--- config.mk ---
export PLATFORM = sky130hd
export DESIGN_NAME = yuv420_color_bar_pattern_generator
export DESIGN_NICKNAME = d
export VERILOG_FILES = /design/src/rtl/yccb_pkg.sv /design/src/rtl/yccb_skid.sv /design/src/rtl/yuv420_color_bar_pattern_generator.sv
export SDC_FILE = /design/constraint.sdc
export NUM_CORES = 1
export LEC_CHECK = 0
export ABC_AREA = 1
export BUFFER_PORTS_ARGS = -buffer_cell sky130_fd_sc_hd__buf_2
export CAP_MARGIN = 20
export CORE_MARGIN = 2
export CORE_UTILIZATION = 35
export DETAILED_ROUTE_END_ITERATION = 10
export HOLD_SLACK_MARGIN = 0.06
export PLACE_DENSITY = 0.59
export SYNTH_ARGS = -nofsm -noshare
export SYNTH_HDL_FRONTEND = slang
export SYNTH_SLANG_ARGS = --single-unit
--- constraint.sdc ---
create_clock -name clk_i -period 8.35 [get_ports clk_i]
set_input_delay 1.67 -clock clk_i [delete_from_list [all_inputs] [get_ports clk_i]]
set_output_delay 1.67 -clock clk_i [all_outputs]
set_load 0.02 [all_outputs]
--- src/rtl/yccb_pkg.sv ---
`timescale 1ns / 1ps
// ----------------------------------------------------------------------------
// yccb_pkg: colour bar generator package
// Field widths, plane and register codes, bar colour tables and the result
// transaction type shared by the generator, its output buffer and checker.
// ----------------------------------------------------------------------------
package yccb_pkg;

  localparam int unsigned CFG_W     = 13;
  localparam int unsigned CFG_IDX_W = 1;
  localparam int unsigned PLANE_W   = 2;
  localparam int unsigned COL_W     = 12;
  localparam int unsigned LINE_W    = 12;
  localparam int unsigned SAMPLE_W  = 8;

  localparam int unsigned DEF_MAX_WIDTH      = 4096;
  localparam int unsigned DEF_MAX_HEIGHT     = 4096;
  localparam int unsigned MIN_WIDTH          = 8;
  localparam int unsigned MIN_HEIGHT         = 2;
  localparam int unsigned RESET_FRAME_WIDTH  = 1280;
  localparam int unsigned RESET_FRAME_HEIGHT = 720;

  localparam int unsigned NUM_BARS     = 8;
  localparam int unsigned BAR_W        = 3;
  localparam int unsigned BAR_SHIFT    = 3;
  localparam int unsigned TICKER_COLS  = 4;
  localparam logic [SAMPLE_W-1:0] TICKER_LUMA = 8'd235;

  typedef enum logic [PLANE_W-1:0] {
    PLANE_Y = 2'd0,
    PLANE_U = 2'd1,
    PLANE_V = 2'd2
  } plane_e;

  typedef enum logic [CFG_IDX_W-1:0] {
    REG_FRAME_WIDTH  = 1'b0,
    REG_FRAME_HEIGHT = 1'b1
  } cfg_reg_e;

  // bt.601 conversions of the eight rgb bars
  localparam logic [SAMPLE_W-1:0] BAR_Y [NUM_BARS] =
    '{8'd218, 8'd197, 8'd161, 8'd140, 8'd108, 8'd86, 8'd51, 8'd30};
  localparam logic [SAMPLE_W-1:0] BAR_U [NUM_BARS] =
    '{8'd128, 8'd32, 8'd161, 8'd65, 8'd191, 8'd95, 8'd224, 8'd128};
  localparam logic [SAMPLE_W-1:0] BAR_V [NUM_BARS] =
    '{8'd128, 8'd143, 8'd32, 8'd48, 8'd208, 8'd224, 8'd113, 8'd128};

  typedef struct packed {
    logic [PLANE_W-1:0]  plane_select;
    logic [COL_W-1:0]    column;
    logic [LINE_W-1:0]   line_number;
    logic [SAMPLE_W-1:0] sample_value;
    logic                frame_end;
  } result_t;

endpackage

--- src/rtl/yccb_skid.sv ---
`timescale 1ns / 1ps
// ----------------------------------------------------------------------------
// yccb_skid: two-entry output buffer
// Output register plus a skid entry; the upstream stall is taken from a
// register so a held result never blocks the next transaction.
// ----------------------------------------------------------------------------
module yccb_skid (
  input  logic             clk_i,
  input  logic             rst_ni,
  input  logic             in_valid_i,
  output logic             in_stall_o,
  input  yccb_pkg::result_t in_data_i,
  output logic             out_valid_o,
  input  logic             out_stall_i,
  output yccb_pkg::result_t out_data_o
);
  import yccb_pkg::*;

  logic    out_valid_q, out_valid_d;
  logic    skid_valid_q, skid_valid_d;
  result_t out_data_q, skid_data_q;
  logic    in_acc;
  logic    out_free;

  assign in_stall_o = skid_valid_q;
  assign in_acc     = in_valid_i && !skid_valid_q;
  assign out_free   = !out_valid_q || !out_stall_i;

  always_comb begin
    out_valid_d  = out_valid_q && out_stall_i;
    skid_valid_d = skid_valid_q;
    if (out_free && skid_valid_q) begin
      out_valid_d  = 1'b1;
      skid_valid_d = 1'b0;
    end else if (in_acc) begin
      if (out_free) begin
        out_valid_d = 1'b1;
      end else begin
        skid_valid_d = 1'b1;
      end
    end
  end

  always_ff @(posedge clk_i or negedge rst_ni) begin
    if (!rst_ni) begin
      out_valid_q  <= 1'b0;
      skid_valid_q <= 1'b0;
    end else begin
      out_valid_q  <= out_valid_d;
      skid_valid_q <= skid_valid_d;
    end
  end

  always_ff @(posedge clk_i) begin
    if (out_free && skid_valid_q) begin
      out_data_q <= skid_data_q;
    end else if (in_acc && out_free) begin
      out_data_q <= in_data_i;
    end
    if (in_acc && !out_free) begin
      skid_data_q <= in_data_i;
    end
  end

  assign out_valid_o = out_valid_q;
  assign out_data_o  = out_data_q;

endmodule

--- src/rtl/yuv420_color_bar_pattern_generator.sv ---
`timescale 1ns / 1ps
// ----------------------------------------------------------------------------
// yuv420_color_bar_pattern_generator: eight-bar yuv 4:2:0 test source
// Each request transaction produces the next planar sample (Y, then U, then
// V) of a colour bar frame with a moving white ticker on the luma plane.
// ----------------------------------------------------------------------------
// One request yields one sample transaction; a new request is taken every
// clock unless stalled. Bar selection is a set of parallel compares against
// the multiples of the bar width, so throughput is set by the single pass
// from position counters to the output register. A two-entry output buffer
// lets requests keep flowing while one result is held; in_stall_o rises
// only once both entries are occupied.
module yuv420_color_bar_pattern_generator #(
  parameter int unsigned MAX_WIDTH  = yccb_pkg::DEF_MAX_WIDTH,
  parameter int unsigned MAX_HEIGHT = yccb_pkg::DEF_MAX_HEIGHT
) (
  input  logic                           clk_i,
  input  logic                           rst_ni,
  input  logic                           cfg_we_i,
  input  logic [yccb_pkg::CFG_IDX_W-1:0] cfg_index_i,
  input  logic [yccb_pkg::CFG_W-1:0]     cfg_wdata_i,
  input  logic                           in_valid_i,
  output logic                           in_stall_o,
  input  logic                           restart_frame_i,
  output logic                           out_valid_o,
  input  logic                           out_stall_i,
  output logic [yccb_pkg::PLANE_W-1:0]   plane_select_o,
  output logic [yccb_pkg::COL_W-1:0]     column_o,
  output logic [yccb_pkg::LINE_W-1:0]    line_number_o,
  output logic [yccb_pkg::SAMPLE_W-1:0]  sample_value_o,
  output logic                           frame_end_o
);
  import yccb_pkg::*;

  localparam int unsigned WW = $clog2(MAX_WIDTH + 1);
  localparam int unsigned HW = $clog2(MAX_HEIGHT + 1);

  function automatic logic [WW-1:0] clamp_w(input logic [CFG_W-1:0] v);
    logic [WW-1:0] r;
    if (int'(v) < MIN_WIDTH) begin
      r = WW'(MIN_WIDTH);
    end else if (int'(v) > MAX_WIDTH) begin
      r = WW'(MAX_WIDTH);
    end else begin
      r = WW'(v);
    end
    return r;
  endfunction

  function automatic logic [HW-1:0] clamp_h(input logic [CFG_W-1:0] v);
    logic [HW-1:0] r;
    if (int'(v) < MIN_HEIGHT) begin
      r = HW'(MIN_HEIGHT);
    end else if (int'(v) > MAX_HEIGHT) begin
      r = HW'(MAX_HEIGHT);
    end else begin
      r = HW'(v);
    end
    return r;
  endfunction

  logic [WW-1:0] width_q;
  logic [HW-1:0] height_q;
  logic [WW-1:0] col_q, col_d;
  logic [HW-1:0] line_q, line_d;
  plane_e        plane_q, plane_d;
  logic [WW-1:0] tick_q, tick_d;

  logic          in_acc;
  logic          buf_stall;
  result_t       res_d, res_o;

  assign in_acc     = in_valid_i && !buf_stall;
  assign in_stall_o = buf_stall;

  // configuration
  always_ff @(posedge clk_i or negedge rst_ni) begin
    if (!rst_ni) begin
      width_q  <= clamp_w(CFG_W'(RESET_FRAME_WIDTH));
      height_q <= clamp_h(CFG_W'(RESET_FRAME_HEIGHT));
    end else if (cfg_we_i) begin
      unique case (cfg_reg_e'(cfg_index_i))
        REG_FRAME_WIDTH:  width_q  <= clamp_w(cfg_wdata_i);
        REG_FRAME_HEIGHT: height_q <= clamp_h(cfg_wdata_i);
        default: ;
      endcase
    end
  end

  // sample computation and position advance
  always_comb begin
    logic [WW-1:0]   col_r, tick_r, tick_c, col_c, pw, scaled, bw, thr, dt;
    logic [HW-1:0]   line_r, line_c, ph;
    plane_e          plane_r, plane_c;
    logic [BAR_W-1:0] bar;
    logic [SAMPLE_W-1:0] value;
    logic            col_end, line_end, hit;
    logic [WW:0]     tsum;

    col_r   = restart_frame_i ? '0 : col_q;
    line_r  = restart_frame_i ? '0 : line_q;
    plane_r = restart_frame_i ? PLANE_Y : plane_q;
    tick_r  = restart_frame_i ? '0 : tick_q;
    tick_c  = (tick_r >= width_q) ? '0 : tick_r;

    pw = (plane_r == PLANE_Y) ? width_q : (width_q >> 1);
    ph = (plane_r == PLANE_Y) ? height_q : (height_q >> 1);
    if (plane_r > PLANE_V || col_r >= pw || line_r >= ph) begin
      col_c   = '0;
      line_c  = '0;
      plane_c = PLANE_Y;
      pw      = width_q;
      ph      = height_q;
    end else begin
      col_c   = col_r;
      line_c  = line_r;
      plane_c = plane_r;
    end

    scaled = (plane_c == PLANE_Y) ? col_c : (col_c << 1);
    bw     = width_q >> BAR_SHIFT;
    bar    = '0;
    for (int k = 1; k < NUM_BARS; k++) begin
      thr = WW'(k * bw);
      if (scaled >= thr) begin
        bar = bar + BAR_W'(1);
      end
    end

    case (plane_c)
      PLANE_Y: value = BAR_Y[bar];
      PLANE_U: value = BAR_U[bar];
      default: value = BAR_V[bar];
    endcase

    dt  = col_c - tick_c;
    hit = (plane_c == PLANE_Y) && (col_c >= tick_c) && (dt < WW'(TICKER_COLS));
    if (hit) begin
      value = TICKER_LUMA;
    end

    col_end  = (col_c == pw - WW'(1));
    line_end = (line_c == ph - HW'(1));

    res_d.plane_select = plane_c;
    res_d.column       = COL_W'(col_c);
    res_d.line_number  = LINE_W'(line_c);
    res_d.sample_value = value;
    res_d.frame_end    = (plane_c == PLANE_V) && col_end && line_end;

    col_d   = col_end ? '0 : col_c + WW'(1);
    line_d  = line_c;
    plane_d = plane_c;
    tick_d  = tick_c;
    tsum    = (WW + 1)'(tick_c) + (WW + 1)'(TICKER_COLS);
    if (col_end) begin
      line_d = line_end ? '0 : line_c + HW'(1);
      if (line_end) begin
        case (plane_c)
          PLANE_Y: plane_d = PLANE_U;
          PLANE_U: plane_d = PLANE_V;
          default: begin
            plane_d = PLANE_Y;
            tick_d  = (tsum >= (WW + 1)'(width_q)) ? WW'(tsum - (WW + 1)'(width_q))
                                                   : WW'(tsum);
          end
        endcase
      end
    end
  end

  always_ff @(posedge clk_i or negedge rst_ni) begin
    if (!rst_ni) begin
      col_q   <= '0;
      line_q  <= '0;
      plane_q <= PLANE_Y;
      tick_q  <= '0;
    end else if (in_acc) begin
      col_q   <= col_d;
      line_q  <= line_d;
      plane_q <= plane_d;
      tick_q  <= tick_d;
    end
  end

  yccb_skid u_skid (
    .clk_i       (clk_i),
    .rst_ni      (rst_ni),
    .in_valid_i  (in_valid_i),
    .in_stall_o  (buf_stall),
    .in_data_i   (res_d),
    .out_valid_o (out_valid_o),
    .out_stall_i (out_stall_i),
    .out_data_o  (res_o)
  );

  assign plane_select_o = res_o.plane_select;
  assign column_o       = res_o.column;
  assign line_number_o  = res_o.line_number;
  assign sample_value_o = res_o.sample_value;
  assign frame_end_o    = res_o.frame_end;

endmodule

==> results.cfg <==
[outcome]
outcome = completed

[floorplan]
placementRows = 75
die_h_microns = 210
initial_utilization_pct = 35.4
fp.coreArea_sq_um = 41900
design.die.area_sq_um = 44100
ios = 57
die-width_microns = 210

[critical_path]
timing.reg2reg.worst_path_depth = 54
critical_path.endpoint_type = flip-flop
crit_required_ps = 8550
regToRegSetupSlack_ps = 1100
max_stage_delay_ps = 270
timing.critical_path.from_type = input pin
critical_path_class = input pin to flip-flop
timing.rr.start = plane_q[0]
critical_path_peak_fanout = 8
worst-endpoint-arrival_ps = 8300
worst_path_max_delay_cell = sky130_fd_sc_hd__ha_4
terminus_of_the_critical_flop_to_flop_path = u_skid.out_data_o[4]

[synthesis]
synthFlopType = sky130_fd_sc_hd__edfxtp_1
synth_cell_types = 55
yosys.area.top_type_share_pct = 16.4
yosys.cell_count.top_type = sky130_fd_sc_hd__nand2_1
synthesis.area_per_instance_sq_um = 6.89
synth_enable_flop_cells = 70
post_synthesis_instance_area_sq_um = 14900
yosysSeqAreaShare_pct = 25.8
post_synthesis_sequential_element_count = 139
async_reset_ff_share_pct = 49.6
synth_top_cells_by_area = sky130_fd_sc_hd__ha_1 (16%), sky130_fd_sc_hd__nand2_1 (16%), sky130_fd_sc_hd__edfxtp_1 (14%)
synth_top_area_cell = sky130_fd_sc_hd__ha_1
synth.cells.most_frequent = sky130_fd_sc_hd__nand2_1 (645), sky130_fd_sc_hd__inv_1 (276), sky130_fd_sc_hd__ha_1 (195)
synth-warning-count = 0
syn_nets = 2384
synthCells = 2156

[drt]
dr_total_vias = 15285
drt_iter0_markers = 990
postRouteWirelength_microns = 50900
vias_per_cell = 5.18
antenna_left = 0
route.detailed.wl_per_inst_microns = 17.2
post-route-drc-count = 0
detail_route.first_pass.iterations = 5

[flow_run]
maxCapViolations = 0

[cells_and_area]
fill_cells = 4175
layout-area-overhead-vs-synth_pct = 26.6
fraction_of_layout_instances_using_a_drive_strength_above_1_pct = 20.1
insertedDiodeCount = 0
nets = 2626
final_standard_cell_area_without_fillers_sq_um = 18800
layoutNonFillerInstCount = 2950
layout.core_utilization_pct = 44.9

[sta]
slew_violations = 0
finalHoldWorstSlack_ps = 483
fin_skew_ps = 15.8
timing.fmax_mhz = 123
worst_slew_margin_rel_pct = 31.1
period_minus_slack_ps = 8110
final.setup.tns_ps = 0
worstMarginPinSlew_ps = 1030
final_setup_vio_count = 0
post-route-period-util_pct = 97.1
post-route-worst-setup-slack_ps = 244
grt_setup_unrepaired = yes
final_hold_vios = 0

[grt]
overflow = 0
globalRouteTotalUtil_pct = 23.0
initial_antenna_violation_count = 0
grt_pass1_wl_microns = 79700
grt_start_max_net_pins = 70
grt_pass1_vias = 14997

[power_and_ir_drop]
cellLeakagePower_nw = 9.54
post-layout-total-power_mw = 3.23
max-vdd-ir-drop_mv = 0.141
p_per_area_nw_per_um2 = 172
clock_power_share_pct = 25.1
sw_frac_of_total_pct = 40.8
power_report.internal_total_mw = 1.91
netSwitchingPower_mw = 1.32
pwr-share-comb_pct = 49.2
seqPwrFrac_pct = 25.7

[min_path]
min_to = line_q[1]
worst_hold_startpoint = line_q[1]
hold_path.class = flip-flop to flip-flop
min_delay_path_depth = 2

[cts]
clkSlewWorstSetupHoldPaths_ps = 70
cts.sinks = 139
tritoncts.num_buffers = 17
cts_tree = yes
cts-root-to-sink-buffers = 2
cts_max_level = 4
cts_root_buffer_type = sky130_fd_sc_hd__clkbuf_16
clock_insertion_delay_worst_skew_ps = 440
postCtsHoldBufs = 0

[placed_design]
port-buffer-count = 56
post_dp_cell_area_sq_um = 17200
dp_worst_setup_slack_ps = -728
place_hpwl_microns = 39900
dp.cells = 2887
gp_congestion = 0.981
power groups by stage:
stage | Sequential, mW | Combinational [mW] | Clock, mW
global placement | 0.844 | 1.42 | 0
finish | 0.831 | 1.59 | 0.810
detailed placement | 0.845 | 1.44 | 0
CTS | 0.831 | 1.47 | 0.821
global route | 0.836 | 1.79 | 0.845
floorplan | 0.876 | 0.934 | 0
critical path: cells and delay by family:
| kind | cells | cell delay (ps) |
|---|---|---|
| buffers and inverters | 13 | 1140 |
| and+or+nand+nor | 27 | 2700 |
| adders and majority gates | 8 | 1820 |
| AOI/OAI and AO/OA | 8 | 940 |
timing repair:
item,in CTS,in global routing
resized for setup,47,124
gates cloned,2,1
setup endpoints to repair,16,16
pin swaps,14,54
endpoints found under the hold margin,0,0
buffers inserted,4,23
cells in the final DEF (no fill, tap or decap), types with 25 or more instances in the layout:
cell type	Yosys	layout
sky130_fd_sc_hd__a21oi_1	93	86
sky130_fd_sc_hd__buf_2	9	54
sky130_fd_sc_hd__buf_4	5	201
sky130_fd_sc_hd__dfrtp_1	63	63
sky130_fd_sc_hd__edfxtp_1	70	70
sky130_fd_sc_hd__ha_1	195	165
sky130_fd_sc_hd__ha_4	0	27
sky130_fd_sc_hd__inv_1	276	256
sky130_fd_sc_hd__nand2_1	645	609
sky130_fd_sc_hd__nand2_2	4	28
sky130_fd_sc_hd__nand3_1	136	131
sky130_fd_sc_hd__nand4_1	66	66
sky130_fd_sc_hd__nor2_1	163	147
sky130_fd_sc_hd__nor3_1	25	25
sky130_fd_sc_hd__o21ai_0	138	102
sky130_fd_sc_hd__o21ai_1	19	34
sky130_fd_sc_hd__xor2_1	54	54
how the worst max path moves through the flow:
stage	startpoint	to	slack [ps]	cells past startpoint
finish	restart_frame_i	u_skid.out_data_o[4]	240	56
global route	restart_frame_i	u_skid.out_data_o[1]	-180	57
CTS	restart_frame_i	u_skid.out_data_o[8]	2	62
detailed placement	restart_frame_i	u_skid.out_data_o[6]	-730	60
global placement	restart_frame_i	u_skid.out_data_o[6]	-670	53
floorplan	restart_frame_i	u_skid.out_data_o[1]	2	57
layer usage:
layer	vias to the layer above	track usage [%]	share of wire, %
li1	7649	-	-
met1	7174	28.0	43
met2	354	41.1	49
met3	108	2.12	3.3
met4	0	10.6	4.5
met5	-	0	0
registers in the layout (all words and copies together) (netlist names):
register            flops
height_q               13
plane_q                 2
col_q                  13
u_skid.out_valid_o      1
u_skid.skid_data_q     35
u_skid.out_data_o      35
tick_q                 13
u_skid.in_stall_o       1
line_q                 13
width_q                13
final cells by class:
type                            instances  area, sq um  share of cell area (%)
Clock inverter                         14          180                   0.958
Sequential cell                       139         3840                    20.4
Inverter                              286         1100                    5.86
Multi-Input combinational cell       1683        10500                    56.1
Timing Repair Buffer                  271         2050                    10.9
Clock buffer                           18          429                    2.28
Tap cell                              539          674                    3.58
cell families after synthesis:
group	Yosys count	synth area share, %
AOI/OAI and AO/OA	313	11.6
xor gates and xnor gates	70	4.12
adders and majority gates	208	18.2
buffers and inverters	335	9.01
DFF	139	25.8
and+or+nand+nor	1091	31.3
(Power assumes the default switching activity.)
